==> config.mk <==
export PLATFORM = sky130hd
export DESIGN_NAME = bead_sort_unit_flat
export DESIGN_NICKNAME = d
export VERILOG_FILES = /design/src/hdl/bsu_pkg.sv /design/src/hdl/bsu_if.sv /design/src/hdl/bead_sort_unit.sv /design/src/hdl/bsu_levels.sv /design/src/hdl/bsu_seq.sv /design/src/flat_wrapper.sv
export SDC_FILE = /design/constraint.sdc
export NUM_CORES = 1
export LEC_CHECK = 0
export ABC_AREA = 1
export BUFFER_PORTS_ARGS = -buffer_cell sky130_fd_sc_hd__buf_4
export CORE_AREA = 2 2 182 184
export CTS_CLUSTER_SIZE = 20
export DETAILED_ROUTE_END_ITERATION = 10
export DIE_AREA = 0 0 184 186
export HOLD_SLACK_MARGIN = 0.05
export PLACE_DENSITY = 0.39
export SETUP_SLACK_MARGIN = 0.3
export SLEW_MARGIN = 40
export SYNTH_ARGS = -nofsm -noshare
export SYNTH_HDL_FRONTEND = slang
export SYNTH_SLANG_ARGS = --single-unit
==> constraint.sdc <==
create_clock -name clk -period 9.6 [get_ports clk]
set_clock_uncertainty 0.2 [all_clocks]
set_input_delay 0.96 -clock clk [delete_from_list [all_inputs] [get_ports clk]]
set_output_delay 0.96 -clock clk [all_outputs]
set_load 0.02 [all_outputs]
==> src/hdl/bsu_pkg.sv <==
// Shared types and constants for the bead sort unit.
`default_nettype none

package bsu_pkg;

  // Width of one value, fixed by the item format.
  localparam int VALUE_W = 4;

  // Highest bead level that a value of VALUE_W bits can reach.
  localparam int HW_LEVELS = (1 << VALUE_W) - 1;

  typedef logic [VALUE_W-1:0] value_t;

  // Commands from the sequencer to the level counter bank.
  typedef struct packed {
    logic   inc;    // count the beads of value into the levels
    logic   clear;  // return all level counts to zero
    value_t value;  // value of the item being loaded
  } level_ctrl_t;

endpackage

`default_nettype wire

==> src/hdl/bsu_if.sv <==
// Valid/ready channel interfaces for the input items and the sorted results.
`default_nettype none

interface bsu_in_if;
  logic            valid;
  logic            ready;
  bsu_pkg::value_t value;
  logic            last_item;

  modport source (output valid, output value, output last_item, input ready);
  modport sink   (input valid, input value, input last_item, output ready);
endinterface

interface bsu_out_if;
  logic            valid;
  logic            ready;
  bsu_pkg::value_t sorted_value;
  logic            last_result;

  modport source (output valid, output sorted_value, output last_result, input ready);
  modport sink   (input valid, input sorted_value, input last_result, output ready);
endinterface

`default_nettype wire

==> src/hdl/bead_sort_unit.sv <==
// Top level of the bead sort unit: level counter bank and its sequencer.
//
//   channel   direction  payload                      marks
//   items     in         value[3:0], last_item        last_item ends the set
//   results   out        sorted_value[3:0], last_result  last_result on final value
//
// Each item is loaded while the sequencer is in its load state; the counter bank
// adds its beads to all levels at once. A set of n items is emitted as n results,
// while the shared compare climbs at most min(MAX_VALUE, 15) levels between
// them. The item that fills the store of MAX_ITEMS closes the set. Reset is
// synchronous and clears the counts at once. A stalled result holds back the
// next result, though the pointer may still climb; items are refused while a set is emitted.
`default_nettype none

module bead_sort_unit #(
  parameter int MAX_ITEMS = 64,
  parameter int MAX_VALUE = 15
) (
  input  wire logic clk,
  input  wire logic rst,
  bsu_in_if.sink    items,
  bsu_out_if.source results
);

  // Levels above what a value can reach never fill and are left out.
  localparam int NUM_LEVELS = (MAX_VALUE < bsu_pkg::HW_LEVELS) ? MAX_VALUE
                                                                : bsu_pkg::HW_LEVELS;
  localparam int CNT_W      = $clog2(MAX_ITEMS + 1);
  localparam int PTR_W      = $clog2(NUM_LEVELS + 1);

  bsu_pkg::level_ctrl_t ctrl;
  logic [PTR_W-1:0]     rd_ptr;
  logic [CNT_W-1:0]     rd_count;

  bsu_seq #(
    .MAX_ITEMS  (MAX_ITEMS),
    .NUM_LEVELS (NUM_LEVELS),
    .CNT_W      (CNT_W),
    .PTR_W      (PTR_W)
  ) u_seq (
    .clk      (clk),
    .rst      (rst),
    .items    (items),
    .results  (results),
    .ctrl     (ctrl),
    .rd_ptr   (rd_ptr),
    .rd_count (rd_count)
  );

  bsu_levels #(
    .NUM_LEVELS (NUM_LEVELS),
    .CNT_W      (CNT_W),
    .PTR_W      (PTR_W)
  ) u_levels (
    .clk      (clk),
    .rst      (rst),
    .ctrl     (ctrl),
    .rd_ptr   (rd_ptr),
    .rd_count (rd_count)
  );

endmodule

`default_nettype wire

==> src/hdl/bsu_levels.sv <==
// Bank of bead level counters with one read port.
`default_nettype none

module bsu_levels #(
  parameter int NUM_LEVELS = 15,
  parameter int CNT_W      = 7,
  parameter int PTR_W      = 4
) (
  input  wire logic                 clk,
  input  wire logic                 rst,
  input  wire bsu_pkg::level_ctrl_t ctrl,
  input  wire logic [PTR_W-1:0]     rd_ptr,
  output logic [CNT_W-1:0]          rd_count
);

  logic [CNT_W-1:0] counts [NUM_LEVELS];

  // Each level counts the items whose value lies above it. Values above the
  // top level simply fill every level, which saturates them.
  always_ff @(posedge clk) begin
    if (rst || ctrl.clear) begin
      for (int l = 0; l < NUM_LEVELS; l++) begin
        counts[l] <= '0;
      end
    end else if (ctrl.inc) begin
      for (int l = 0; l < NUM_LEVELS; l++) begin
        if (ctrl.value > bsu_pkg::value_t'(l)) begin
          counts[l] <= counts[l] + CNT_W'(1);
        end
      end
    end
  end

  // Read port; a pointer past the top level reads as an empty level.
  always_comb begin
    rd_count = '0;
    for (int l = 0; l < NUM_LEVELS; l++) begin
      if (rd_ptr == PTR_W'(l)) begin
        rd_count = counts[l];
      end
    end
  end

endmodule

`default_nettype wire

==> src/hdl/bsu_seq.sv <==
// Load and emit sequencer with the shared level compare and the result register.
`default_nettype none

module bsu_seq #(
  parameter int MAX_ITEMS  = 64,
  parameter int NUM_LEVELS = 15,
  parameter int CNT_W      = 7,
  parameter int PTR_W      = 4
) (
  input  wire logic                  clk,
  input  wire logic                  rst,
  bsu_in_if.sink                     items,
  bsu_out_if.source                  results,
  output bsu_pkg::level_ctrl_t       ctrl,
  output logic [PTR_W-1:0]           rd_ptr,
  input  wire logic [CNT_W-1:0]      rd_count
);

  localparam logic ST_LOAD = 1'b0;
  localparam logic ST_EMIT = 1'b1;

  logic             state;
  logic [CNT_W-1:0] item_count;
  logic [CNT_W-1:0] need;
  logic [PTR_W-1:0] ptr;
  logic             out_valid;
  bsu_pkg::value_t  out_value;
  logic             out_last;

  logic             accept_in;
  logic [CNT_W-1:0] count_inc;
  logic             end_set;
  logic             level_hit;
  logic             out_free;
  logic             emit;

  assign items.ready          = (state == ST_LOAD);
  assign accept_in            = items.valid && items.ready;
  assign count_inc            = item_count + CNT_W'(1);
  assign end_set              = items.last_item || (count_inc == CNT_W'(MAX_ITEMS));

  // Shared compare: a level whose count reaches the number still needed holds
  // a bead of the current result, so the pointer climbs past it.
  assign level_hit = (ptr != PTR_W'(NUM_LEVELS)) && (rd_count >= need);
  assign out_free  = !out_valid || results.ready;
  assign emit      = (state == ST_EMIT) && !level_hit && out_free;

  assign rd_ptr     = ptr;
  assign ctrl.inc   = accept_in;
  assign ctrl.value = items.value;
  assign ctrl.clear = emit && (need == CNT_W'(1));

  assign results.valid        = out_valid;
  assign results.sorted_value = out_value;
  assign results.last_result  = out_last;

  // Sequencer: count items in, then walk the levels once per set.
  always_ff @(posedge clk) begin
    if (rst) begin
      state      <= ST_LOAD;
      item_count <= '0;
      need       <= '0;
      ptr        <= '0;
    end else begin
      unique case (state)
        ST_LOAD: begin
          if (accept_in) begin
            if (end_set) begin
              state      <= ST_EMIT;
              need       <= count_inc;
              ptr        <= '0;
              item_count <= '0;
            end else begin
              item_count <= count_inc;
            end
          end
        end
        ST_EMIT: begin
          if (level_hit) begin
            ptr <= ptr + PTR_W'(1);
          end else if (emit) begin
            need <= need - CNT_W'(1);
            if (need == CNT_W'(1)) begin
              state <= ST_LOAD;
            end
          end
        end
        default: begin
          state <= ST_LOAD;
        end
      endcase
    end
  end

  // Result register; it holds a result until the sink takes it.
  always_ff @(posedge clk) begin
    if (rst) begin
      out_valid <= 1'b0;
    end else if (emit) begin
      out_valid <= 1'b1;
    end else if (results.ready) begin
      out_valid <= 1'b0;
    end
  end

  always_ff @(posedge clk) begin
    if (emit) begin
      out_value <= bsu_pkg::value_t'(ptr);
      out_last  <= (need == CNT_W'(1));
    end
  end

  // The set never grows to the store size without being closed.
  a_count_below_max: assert property (@(posedge clk) disable iff (rst)
    item_count < CNT_W'(MAX_ITEMS))
    else $error("item count reached the store size");

  // While emitting, at least one result remains owed.
  a_need_nonzero: assert property (@(posedge clk) disable iff (rst)
    (state == ST_EMIT) |-> (need != '0))
    else $error("emitting with no results owed");

  // The level pointer goes at most one past the top level.
  a_ptr_range: assert property (@(posedge clk) disable iff (rst)
    ptr <= PTR_W'(NUM_LEVELS))
    else $error("level pointer past the top level");

  // Emitting the final result closes the set and marks it.
  a_last_closes: assert property (@(posedge clk) disable iff (rst)
    ctrl.clear |=> (state == ST_LOAD) && out_valid && out_last)
    else $error("final result did not close the set");

  // No item is taken while a set is being emitted.
  a_no_load_in_emit: assert property (@(posedge clk) disable iff (rst)
    (state == ST_EMIT) |-> !ctrl.inc)
    else $error("item loaded during emission");

endmodule

`default_nettype wire
==> src/flat_wrapper.sv <==
// flat-port wrapper written by rule: the top's interface ports become plain ports
module bead_sort_unit_flat 
#(
  parameter int MAX_ITEMS = 64,
  parameter int MAX_VALUE = 15
)
  (clk, rst, items_valid, items_value, items_last_item, items_ready, results_valid, results_sorted_value, results_last_result, results_ready);
  bsu_in_if items_i ();
  bsu_out_if results_i ();
  input  wire logic clk;
  input  wire logic rst;
  input wire logic [$bits(items_i.valid)-1:0] items_valid;
  input wire logic [$bits(items_i.value)-1:0] items_value;
  input wire logic [$bits(items_i.last_item)-1:0] items_last_item;
  output wire logic [$bits(items_i.ready)-1:0] items_ready;
  output wire logic [$bits(results_i.valid)-1:0] results_valid;
  output wire logic [$bits(results_i.sorted_value)-1:0] results_sorted_value;
  output wire logic [$bits(results_i.last_result)-1:0] results_last_result;
  input wire logic [$bits(results_i.ready)-1:0] results_ready;
  assign items_i.valid = items_valid;
  assign items_i.value = items_value;
  assign items_i.last_item = items_last_item;
  assign items_ready = items_i.ready;
  assign results_valid = results_i.valid;
  assign results_sorted_value = results_i.sorted_value;
  assign results_last_result = results_i.last_result;
  assign results_i.ready = results_ready;
  bead_sort_unit #(.MAX_ITEMS(MAX_ITEMS), .MAX_VALUE(MAX_VALUE)) u_core (.clk(clk), .rst(rst), .items(items_i), .results(results_i));
endmodule
; Yosys cells after proc, flatten, opt, wreduce, memory -nomap -nowiden
; Memories as Yosys holds them, arrays and structs flattened.
; Index checks and enable logic that the tools add are counted.
[totals]
romBits = 0
latchBits = 0
output_inout_bits = 7
regBits = 25
ramBits = 105
mem_count = 1
[op_classes]
shift = 0
addsub = 18
eq_ne = 22
order_cmp = 16
n_div = 0
n_reduce_logical = 15
mul = 0
bitwise = 16
muxes = 110
[mem_list]
columns = memory, depth, width, read_ports, rd_clocked_by_memory_dff, wr, line_no
row1 = u_core.u_levels.counts, 15, 7, 15, 0, 15, bsu_levels.sv:16  ; logic [CNT_W-1:0] counts [NUM_LEVELS];
[op_table]
columns = cell, count
row1 = 7-bit two-way mux, 35
row2 = "7-bit by 1-bit adder with 7-bit output, second input constant", 16
row3 = 1-bit two-way mux, 69
row4 = "4-bit == test, second input constant", 7
row5 = "4-bit greater-than comparator, second input constant", 7
row6 = "4-bit by 3-bit == test with 1-bit output, second input constant", 4
row7 = "4-bit by 3-bit greater-than comparator with 1-bit output, second input constant", 4
row8 = 1-bit OR, 15
row9 = 7-bit case mux with 2 select lines, 1
row10 = 4-bit two-way mux, 3
row11 = "4-bit by 2-bit == test with 1-bit output, second input constant", 2
row12 = "4-bit by 1-bit greater-than comparator with 1-bit output, second input constant", 2
row13 = "4-bit by 2-bit greater-than comparator with 1-bit output, second input constant", 2
row14 = "2-bit by 1-bit != test with 1-bit output, second input constant", 4
row15 = 4-bit case mux with 2 select lines, 1
row16 = "7-bit by 1-bit == test with 1-bit output, second input constant", 1
row17 = "7-bit == test, second input constant", 1
row18 = 7-bit greater-or-equal comparator, 1
row19 = "7-bit by 1-bit subtractor with 7-bit output, second input constant", 1
row20 = 1-bit logical AND, 5
row21 = "4-bit by 1-bit adder with 4-bit output, second input constant", 1
row22 = "4-bit by 1-bit == test with 1-bit output, second input constant", 1
row23 = 4-bit logical NOT, 1
row24 = "4-bit != test, second input constant", 1
row25 = 9 further kinds, 12

; Depth between registers and ports, before layout
; Gate-level depths: netlist of the first run.
[logic_depth]
word_depth = 26
depth_mapped = 33

; Cells and area by module
; Synthesis of the first run repeated with hierarchy kept, for this count alone.
[unflattened]
cells_unflattened = 950
area_unflattened_um2 = 7636.1
[by_module_without_submodules]
columns = mod, n_inst, seq_area_each_um2, area_each_um2, cells_per_inst
row1 = bsu_levels, 1, 3153.0, 6108.4, 732
row2 = bsu_seq, 1, 550.5, 1527.7, 218

; Worst setup path after synthesis of the first run
; OpenSTA, ideal clock, no wires.
[synth_timing]
kind = register to register
startpoint = reg u_core.u_seq.ptr[0], in the netlist u_core.u_seq.rd_ptr[0]
endpoint = mem u_core.u_levels.counts[10][0], in the netlist u_core.u_levels.counts[1][14] (enable)
stages_incl_launch_ff = 32
arrival_ns = 3.341
setup_time_ns = 0.381
setup_slack_ns = 5.679
cell_sequence = dfxtp_1 > ha_1 > buf_2 > inv_1 > nor2_1 > nand2_1 > nand3_1 > nand2_1 > nand2_1 > nand2_1 > nand2_1 > nand2_1 > nand3b_1 > nand2_1 > nand2_1 > nand2_1 > nand2_1 > nand2_1 > a21oi_1 > ha_1 > a21oi_1 > o31ai_1 > nand4_1 > o211ai_1 > o21ai_1 > nand3_2 > inv_2 > nand2_2 > nand2_2 > inv_4 > buf_6 > o21ai_0
[synth_lines]
columns = item, line_no
row1 = "start, declared", bsu_seq.sv:25  ; logic [PTR_W-1:0] ptr;
row2 = "start signal, assigned", bsu_seq.sv:80  ; ptr <= ptr + PTR_W'(1);
row3 = "end, declared", bsu_levels.sv:16

==> impl_metrics.yaml, run 1 <==
clock_network:
  clk_pin_slew_ns: 0.06
  cts_tree: "built"
  numCtsBuffers: 17
  clockBufferDepth: 2
  postCtsSetupRepairBufs: 0
  ctsRootBufferMaster: "clkbuf_16"
  cts_num_sinks: 130
  h-tree-depth: 4
  cts_resized: 0
  clk_latency_ns: 0.43
  ctsHoldBuffers: 0
cells_and_area:
  drive_gt1_frac: 0.0933
  stdcell_count: 1415
  antenna_cells: 0
  area_growth_pct: 15.1
  layout.nets: 1032
  fin_area_um2: 9150
grt:
  grt.total_usage: 0.128
  gr-usage-met3: 0.0237
  grt_use_met2: 0.203
  busiest_layer: "met2"
  antenna_found_initial: 0
  grt-ovfl-total: 0
  grt_pass1_vias: 6157
  grt_pass1_wl_um: 33500
  grt_start_max_net_pins: 45
  grt_use_met1: 0.176
synthesis:
  async_flop_share: 0
  synth_commonest_cells: "nand2_1 (196), nor2_1 (168), inv_1 (123)"
  synthTopCellsByArea: "edfxtp_1 (42%), nand2_1 (9.3%), nor2_1 (7.9%)"
  yosysMostFrequentCell: "nand2_1"
  synth_fa_ha_area_frac: 0.0457
  syn_area_per_cell_um2: 8.15
  synth_xor_xnor_area_share: 0.0705
  yosys_warnings: 0
  yosysTopAreaCell: "edfxtp_1"
  synth.distinct_cells: 38
  synth_compound_area_frac: 0.0672
  synth_seq_cells: 130
  synth-simple-area-share: 0.278
  syn_nets: 1013
  synthMuxAreaShare: 0
  synth_top_area_share: 0.416
  syn_inst: 975
  ys.flop_type: "edfxtp_1"
  synth_edf_count: 110
  syn_area_um2: 7950
  synth_top_family_by_area: "simple AND/OR/NAND/NOR gates"
  synth.yosys.seq_area_share: 0.466
timing:
  rsz0062_at_grt: "no"
  worst_slew_pin_slew_ns: 0.785
  hold_viol_final: 0
  fmax_ghz: 0.192
  max-slew-margin-rel: 0.475
  min_period_ns: 5.20
  fin_crit_sh: 0.542
  setup_viol: 0
  slew_violations: 0
  setup_tns_ns: 0
floorplanning:
  start_util: 0.247
  die_w_um: 184
  design.die.area_um2: 34200
  fp.dieH_um: 186
  fp-row-count: 66
  io_pins: 16
  core_um2: 32200
worst_setup_path:
  critPathArrivalTime_ns: 5.06
  crit_top_cell: "nand2_1"
  crit_path_max_incr_delay_ns: 0.44
  critPathRequiredTime_ns: 9.46
  cp-start-kind: "flop"
  slowest_stage: "dfxtp_1"
  worst-path-max-fanout: 44
  path_class: "flop to flop"
  endpoint_kind: "flop"
  cp_num_buf_inv: 3
  cp_top_family: "simple AND/OR/NAND/NOR gates"
drt:
  drcViolationCount: 0
  wl_per_cell_um: 14.5
  first_pass_iters: 5
  vias: 6224
  routed_wl_um: 20500
  viasPerCell: 4.40
  ant_nets: 0
  first_iter_violations: 320
placed_design:
  gp_congestion: 0.780
  dp_cells: 1383
  dp_hpwl_um: 15400
  place_area_um2: 8500
  io_buffers: 15
pwr:
  p_leak_nw: 3.71
  peakVddDrop_uv: 117
  power_density_nw_per_um2: 193
hold_path:
  worstHoldPathType: "flop to flop"
status:
  status: "complete, no violations"
job:
  drv_cap: 0
final timing paths:
kind / start / end / slack (ns) / depth (start not counted)
min: u_core.u_seq.item_count[3] / u_core.u_seq.item_count[3] / 0.28 / 2
max reg2reg: u_core.u_seq.rd_ptr[0] / u_core.u_levels.counts[1][44] / 4.40 / 29
max: u_core.u_seq.rd_ptr[0] / u_core.u_levels.counts[1][44] / 4.40 / 29
min reg2reg: u_core.u_seq.item_count[3] / u_core.u_seq.item_count[3] / 0.28 / 2
area by class of cell:
type,instances,area (µm²)
clock buffers,17,425
multi-input cells,699,3670
flip-flops and latches,130,3700
clock inverters,15,229
well taps,408,510
fillers,3507,23100
repair buffers,15,113
inverters,131,494
registers in the layout, indices dropped and copies added (netlist names):
name / count
u_core.u_seq.state: 1
u_core.u_seq.results.sorted_value: 4
u_core.u_seq.rd_ptr: 4
u_core.u_seq.item_count: 7
u_core.u_levels.counts: 105
u_core.u_seq.need: 7
u_core.u_seq.results.valid: 1
u_core.u_seq.results.last_result: 1
metal layers:
metal	wire length [µm]	up-vias
met5	0	-
met4	268	0
met3	521	17
met2	9200	70
met1	10500	2914
li1	-	3223
metrics by stage:
| step | power [W] | util | setup slack (ns) | hold WS [ns] |
|---|---|---|---|---|
| floorplan | 0.000947 | - | 5.68 | 0.255 |
| global placement | 0.00105 | 0.263 | 4.00 | 0.277 |
| detailed placement | 0.00105 | 0.264 | 4.30 | 0.279 |
| CTS | 0.00180 | 0.284 | 4.28 | 0.289 |
| global route | 0.00187 | 0.284 | 3.79 | 0.312 |
| finish | 0.00177 | 0.284 | 4.40 | 0.281 |
cell families after synthesis:
| logic type | count (synthesis) |
|---|---|
| buf+inv | 146 |
| xor+xnor | 64 |
| fa+ha+maj | 29 |
| compound gates | 98 |
| flops | 130 |
| simple gates | 508 |
placed cells by master (no fill, tap or decap), types with 14 or more instances in the layout:
cell,count
buf_4,15
edfxtp_1,110
nand2_1,196
a21oi_1,55
o21ai_0,20
dfxtp_1,20
nor2_1,166
nand3_1,65
inv_1,123
xnor2_1,17
xor2_1,47
nor3_1,18
or2_2,14
clkbuf_16,17
ha_1,29
report_power, final:
group | total, W | switching, W | internal [W]
logic | 0.000302 | 0.000196 | 0.000106
clock network | 0.000736 | 0.000272 | 0.000464
registers | 0.000732 | 0.0000532 | 0.000679
total | 0.00177 | 0.000521 | 0.00125
tightest hold or removal path: stages (launching register included):
cell and delay (ns):
dfxtp_1 0.32, nand2_1 0.06, a21oi_1 0.05
No activity file was read; power rests on OpenSTA's default activity.
==> inputs of run 2 (changes only) <==
--- a/config.mk
+++ b/config.mk
@@ -5,14 +5,14 @@
 export SDC_FILE = /design/constraint.sdc
 export NUM_CORES = 1
 export LEC_CHECK = 0
-export ABC_AREA = 1
+export ABC_AREA = 0
 export BUFFER_PORTS_ARGS = -buffer_cell sky130_fd_sc_hd__buf_4
 export CORE_AREA = 2 2 182 184
 export CTS_CLUSTER_SIZE = 20
 export DETAILED_ROUTE_END_ITERATION = 10
 export DIE_AREA = 0 0 184 186
 export HOLD_SLACK_MARGIN = 0.05
-export PLACE_DENSITY = 0.39
+export PLACE_DENSITY = 0.41
 export SETUP_SLACK_MARGIN = 0.3
 export SLEW_MARGIN = 40
 export SYNTH_ARGS = -nofsm -noshare
==> constraint.sdc (replaced) <==
create_clock -name clk -period 4.7 [get_ports clk]
set_clock_uncertainty 0.2 [all_clocks]
set_input_delay 0.47 -clock clk [delete_from_list [all_inputs] [get_ports clk]]
set_output_delay 0.47 -clock clk [all_outputs]
set_load 0.02 [all_outputs]
==> run 2 against run 1 <==
Clock power increased by 100%; setup slack got worse by 3.9 ns; cell count decreased by 8.3%; core utilization increased by 0.84 points.
==> impl_metrics.yaml, run 2 <==
job:
  drv_cap: 0
worst_setup_path:
  worst-path-max-fanout: 14
  path_class: "flop to flop"
  slowest_stage: "dfxtp_2"
  cp_num_buf_inv: 3
  endpoint_kind: "flop"
  worstPathCellList: "inv_1 -> ha_2 -> or2_2 -> a2111oi_2 -> a21oi_1 -> a221oi_1 -> a22oi_1 -> ha_1 -> a211o_1 -> a41oi_2 -> o2111ai_2 -> buf_4 -> nand2b_2 -> buf_6 -> nor3_1"
  critPathArrivalTime_ns: 4.11
  crit_path_max_incr_delay_ns: 0.38
  cp-start-kind: "flop"
  cp_top_family: "compound AO/OA/AOI/OAI gates"
  critPathRequiredTime_ns: 4.65
floorplanning:
  start_util: 0.248
  die_w_um: 184
  fp-row-count: 66
  design.die.area_um2: 34200
  fp.dieH_um: 186
  io_pins: 16
  core_um2: 32200
synthesis:
  synth_seq_cells: 130
  yosys_warnings: 0
  syn_nets: 904
  ys.flop_type: "edfxtp_1"
  yosysTopAreaCell: "edfxtp_1"
  synth_top_area_share: 0.414
  syn_inst: 866
  yosysMostFrequentCell: "edfxtp_1"
  async_flop_share: 0
  synth.distinct_cells: 60
  syn_area_per_cell_um2: 9.22
  synth_commonest_cells: "edfxtp_1 (110), nor2_1 (106), nand2_1 (79)"
  synthTopCellsByArea: "edfxtp_1 (41%), xnor2_1 (6.5%), dfxtp_1 (5.0%)"
  synth_edf_count: 110
  synth.yosys.seq_area_share: 0.464
  syn_area_um2: 7990
drt:
  first_iter_violations: 383
  wl_per_cell_um: 17.3
  vias: 6284
  viasPerCell: 4.84
  drcViolationCount: 0
  routed_wl_um: 22400
  ant_nets: 0
  first_pass_iters: 5
grt:
  grt-ovfl-total: 0
  grt.total_usage: 0.137
  grt_pass1_vias: 6162
  grt_start_max_net_pins: 45
  antenna_found_initial: 0
  grt_pass1_wl_um: 35600
hold_path:
  worstHoldPathType: "input pin to flop"
timing:
  fin_ws_ns: 0.544
  worst_slew_pin_slew_ns: 0.709
  whs_ns: 0.157
  fmax_ghz: 0.241
  setup_tns_ns: 0
  max-slew-margin-rel: 0.524
  setup_viol: 0
  min_period_ns: 4.16
  rsz0062_at_grt: "no"
  hold_viol_final: 0
  fin_crit_sh: 0.884
  slew_violations: 0
clock_network:
  ctsRootBufferMaster: "clkbuf_16"
  cts_tree: "built"
  clk_pin_slew_ns: 0.06
  clk_latency_ns: 0.43
  clockBufferDepth: 2
  h-tree-depth: 4
  numCtsBuffers: 17
  cts_num_sinks: 130
cells_and_area:
  top_regs: "u_core.u_levels.counts x105, u_core.u_seq.item_count x7, u_core.u_seq.need x7"
  fillers: 3435
  largest_reg_flops: 105
  fin_util: 0.293
  layout_commonest_cell: "edfxtp_1"
  drive_gt1_frac: 0.126
  antenna_cells: 0
  mostFrequentLayoutCells: "edfxtp_1 (110), nor2_1 (106), nand2_1 (76), a21oi_1 (61), xnor2_1 (59)"
  area_growth_pct: 18.0
  regMostFlops: "u_core.u_levels.counts"
  layout.nets: 915
status:
  status: "complete, no violations"
placed_design:
  dp_hpwl_um: 16100
  pre_cts_ws_ns: 0.198
  gp_congestion: 0.795
  io_buffers: 15
pwr:
  power_density_nw_per_um2: 371
  p_leak_nw: 3.35
  peakVddDrop_uv: 221
## run 2: path summary, 6_finish.rpt
| kind | slack, ns | endpoint | cells past startpoint | startpoint |
|---|---|---|---|---|
| setup / recovery | 0.54 | u_core.u_levels.counts[0][37] | 15 | u_core.u_seq.rd_ptr[0] |
| hold / removal | 0.16 | u_core.u_seq.item_count[3] | 3 | items_last_item |
| setup reg to reg | 0.54 | u_core.u_levels.counts[0][37] | 15 | u_core.u_seq.rd_ptr[0] |
| hold reg to reg | 0.30 | u_core.u_seq.results.sorted_value[1] | 0 | u_core.u_seq.rd_ptr[1] |
## run 2: area by class of cell
type | instances | area [µm²] | share of cell area
tap | 408 | 510 | 0.0542
clock inverter | 15 | 215 | 0.0228
timing repair buffer | 51 | 454 | 0.0482
inverter | 35 | 131 | 0.0139
sequential | 130 | 3710 | 0.393
clock buffer | 17 | 425 | 0.0452
multi-input combinational | 642 | 3980 | 0.422
## run 2: cell families (layout without fill, tap and decap cells)
kind of cell | after synthesis | after routing | share of synthesized area
adder cells (fa/ha/maj) | 29 | 29 | 0.0454
XOR/XNOR | 86 | 86 | 0.0943
flip-flops | 130 | 130 | 0.464
buffers and inverters | 95 | 118 | 0.0487
AND/OR/NAND/NOR | 349 | 350 | 0.208
AO/OA/AOI/OAI | 176 | 176 | 0.138
multiplexers | 1 | 1 | 0.00125
## run 2: routing by layer
metal | GRT usage | vias to the layer above | wire length (µm)
met1 | 0.193 | 3030 | 11100
met5 | 0 | - | 0
met4 | 0.0502 | 0 | 417
met2 | 0.212 | 114 | 10100
met3 | 0.0223 | 23 | 719
li1 | - | 3117 | -
## run 2: tightest hold or removal path: cells and delay by family
family          cells  cell delay (ns)
compound gates      1             0.06
buf+inv             1             0.11
simple gates        1             0.11
## run 2: stage by stage
step	area, µm²	power (W)	cells
floorplan	7990	0.00182	866
global placement	8620	0.00202	1258
detailed placement	8620	0.00202	1258
CTS	9340	0.00351	1297
global route	9420	0.00365	1298
finish	9420	0.00349	1298
## run 2: where the power goes
| group | switching, W | total, W | leakage [nW] | internal (W) |
|---|---|---|---|---|
| clock | 0.000538 | 0.00147 | 0.298 | 0.000936 |
| sequential | 0.000115 | 0.00148 | 1.32 | 0.00137 |
| combinational | 0.000315 | 0.000532 | 1.73 | 0.000217 |
## run 2: what timing repair did
item / CTS / global route
hold endpoints to repair: 0 / 0
setup endpoints to repair: 105 / 182
buffers inserted: 6 / 0
resized for setup: 3 / 19
hold buffers: 0 / 0
cloned: 1 / 1
==> inputs of run 3 (changes only) <==
--- a/config.mk
+++ b/config.mk
@@ -12,7 +12,7 @@
 export DETAILED_ROUTE_END_ITERATION = 10
 export DIE_AREA = 0 0 184 186
 export HOLD_SLACK_MARGIN = 0.05
-export PLACE_DENSITY = 0.41
+export PLACE_DENSITY = 0.39
 export SETUP_SLACK_MARGIN = 0.3
 export SLEW_MARGIN = 40
 export SYNTH_ARGS = -nofsm -noshare
==> constraint.sdc (replaced) <==
create_clock -name clk -period 5.25 [get_ports clk]
set_clock_uncertainty 0.2 [all_clocks]
set_input_delay 0.525 -clock clk [delete_from_list [all_inputs] [get_ports clk]]
set_output_delay 0.525 -clock clk [all_outputs]
set_load 0.02 [all_outputs]
==> run 3 against run 2 <==
Die area unchanged; first-iteration DRC count decreased by 3.7%; total power decreased by 12%; clock-buffer cell count unchanged; sequential cell count unchanged; largest power group unchanged; clock power decreased by 14%; non-clock buffer count decreased by 13; sequential power decreased by 10%; via count decreased by 1.5%; wire length increased by 0.54%; combinational power decreased by 15%; global-route usage decreased by 0.069 points; highest routed layer unchanged; critical endpoint is now u_core.u_levels.counts[0][20].
==> impl_metrics.yaml, run 3 (same netlist as run 2, synthesis figures left out) <==
cells_and_area:
  area_growth_pct: 15.5
  fin_area_um2: 9230
  largest_reg_flops: 105
  antenna_cells: 0
  layout.nets: 902
  regMostFlops: "u_core.u_levels.counts"
  layout_commonest_cell: "edfxtp_1"
  top_regs: "u_core.u_levels.counts x105, u_core.u_seq.item_count x7, u_core.u_seq.need x7"
  fin_util: 0.286
  mostFrequentLayoutCells: "edfxtp_1 (110), nor2_1 (106), nand2_1 (79), a21oi_1 (61), xnor2_1 (59)"
  drive_gt1_frac: 0.100
grt:
  grt_pass1_wl_um: 35700
  grt.total_usage: 0.137
  antenna_found_initial: 0
  grt_start_max_net_pins: 45
  grt_pass1_vias: 6146
  grt-ovfl-total: 0
placed_design:
  place_area_um2: 8530
  gp_congestion: 0.752
  pre_cts_ws_ns: 0.507
  io_buffers: 15
  dp_hpwl_um: 16300
clock_network:
  numCtsBuffers: 17
  ctsRootBufferMaster: "clkbuf_16"
  clk_latency_ns: 0.43
  cts_num_sinks: 130
  cts_tree: "built"
  clk_pin_slew_ns: 0.07
  clockBufferDepth: 2
  h-tree-depth: 4
floorplanning:
  io_pins: 16
  core_um2: 32200
  start_util: 0.248
  fp-row-count: 66
  design.die.area_um2: 34200
  fp.dieH_um: 186
  die_w_um: 184
drt:
  ant_nets: 0
  first_iter_violations: 369
  drcViolationCount: 0
  routed_wl_um: 22500
  first_pass_iters: 4
  vias: 6188
  viasPerCell: 4.82
  wl_per_cell_um: 17.5
timing:
  fin_ws_ns: 0.622
  hold_viol_final: 0
  setup_viol: 0
  worst_slew_pin_slew_ns: 0.708
  setup_tns_ns: 0
  min_period_ns: 4.63
  fin_crit_sh: 0.881
  rsz0062_at_grt: "yes"
  slew_violations: 0
  max-slew-margin-rel: 0.527
  fmax_ghz: 0.216
worst_setup_path:
  crit_path_max_incr_delay_ns: 0.48
  worst-path-max-fanout: 18
  critPathRequiredTime_ns: 5.11
  cp_num_buf_inv: 3
  critPathArrivalTime_ns: 4.49
  slowest_stage: "dfxtp_1"
  cp-start-kind: "flop"
  cp_top_family: "compound AO/OA/AOI/OAI gates"
  crit_top_cell: "a21oi_1"
  path_class: "flop to flop"
  endpoint_kind: "flop"
  worstPathCellList: "inv_1 -> ha_2 -> buf_4 -> a21oi_1 -> a21oi_1 -> o211ai_1 -> a41oi_1 -> o21ai_0 -> ha_1 -> a21o_1 -> a211o_1 -> a41oi_2 -> o2111ai_1 -> nor2b_4 -> buf_12 -> o21ai_1"
pwr:
  p_leak_nw: 3.25
  p_sw_w: 0.000860
  internal-power_w: 0.00220
  clkPwrFrac: 0.416
  peakVddDrop_uv: 155
  comb_power_share: 0.147
  power_density_nw_per_um2: 331
  p_sw_frac: 0.281
  share_seq_of_total_power: 0.437
status:
  status: "complete, no violations"
job:
  drv_cap: 0
hold_path:
  worstHoldPathType: "input pin to flop"
## run 3: changes by cell type in the layout (fill, tap and decap cells not counted), sizes merged
cell      change
clkinv        +3
clkbuf        -1
bufinv        -1
clkinvlp      -2
buf          -12
## run 3: power by group through the flow
stage | clock (W) | sequential (W) | combinational (W)
global placement | 0 | 0.00136 | 0.000445
global route | 0.00134 | 0.00135 | 0.000509
finish | 0.00127 | 0.00133 | 0.000450
floorplan | 0 | 0.00131 | 0.000319
CTS | 0.00130 | 0.00133 | 0.000445
detailed placement | 0 | 0.00136 | 0.000443
## run 3: final cells by class
| cell class | instances | area [µm²] |
|---|---|---|
| clock buffers | 17 | 425 |
| well taps | 408 | 510 |
| fillers | 3450 | 23000 |
| flip-flops and latches | 130 | 3700 |
| repair buffers | 38 | 310 |
| clock inverters | 15 | 191 |
| multi-input cells | 642 | 3950 |
| inverters | 35 | 131 |
## run 3: final timing paths
path,endpoint,slack [ns],cells after the start,startpoint
worst min register to register,u_core.u_seq.need[6],0.31,2,u_core.u_seq.need[6]
worst max register to register,u_core.u_levels.counts[0][20],0.62,16,u_core.u_seq.rd_ptr[0]
worst max-delay path,u_core.u_levels.counts[0][20],0.62,16,u_core.u_seq.rd_ptr[0]
worst min-delay path,u_core.u_seq.item_count[3],0.21,3,items_last_item
## run 3: metal layers
metal	global-route usage	up-vias	wire length, µm
li1	-	3088	-
met1	0.197	2977	11700
met2	0.205	101	9810
met3	0.0227	22	667
met4	0.0493	0	376
met5	0	-	0
## run 3: timing repair
action                                  CTS  global route
buffers inserted                          0             3
endpoints found under the setup margin    0           105
resized for setup                         0             9
hold buffers                              0             0
## run 3: stage by stage
step | power [W] | hold slack (ns) | std cells
after detailed placement | 0.00180 | 0.305 | 1249
after global routing | 0.00319 | 0.224 | 1285
final | 0.00306 | 0.207 | 1285
after CTS | 0.00308 | 0.195 | 1281
after global placement | 0.00180 | 0.293 | 1249
after floorplan | 0.00163 | 0.203 | 866
## run 3: worst reg2reg max path, cell delays in order, from the launching register on
cell       delay, ns
dfxtp_1         0.48
inv_1           0.13
ha_2            0.29
buf_4           0.22
a21oi_1         0.16
a21oi_1         0.07
o211ai_1        0.24
a41oi_1         0.22
o21ai_0         0.29
ha_1            0.31
a21o_1          0.19
a211o_1         0.29
a41oi_2         0.19
o2111ai_1       0.25
nor2b_4         0.23
buf_12          0.16
o21ai_1         0.34
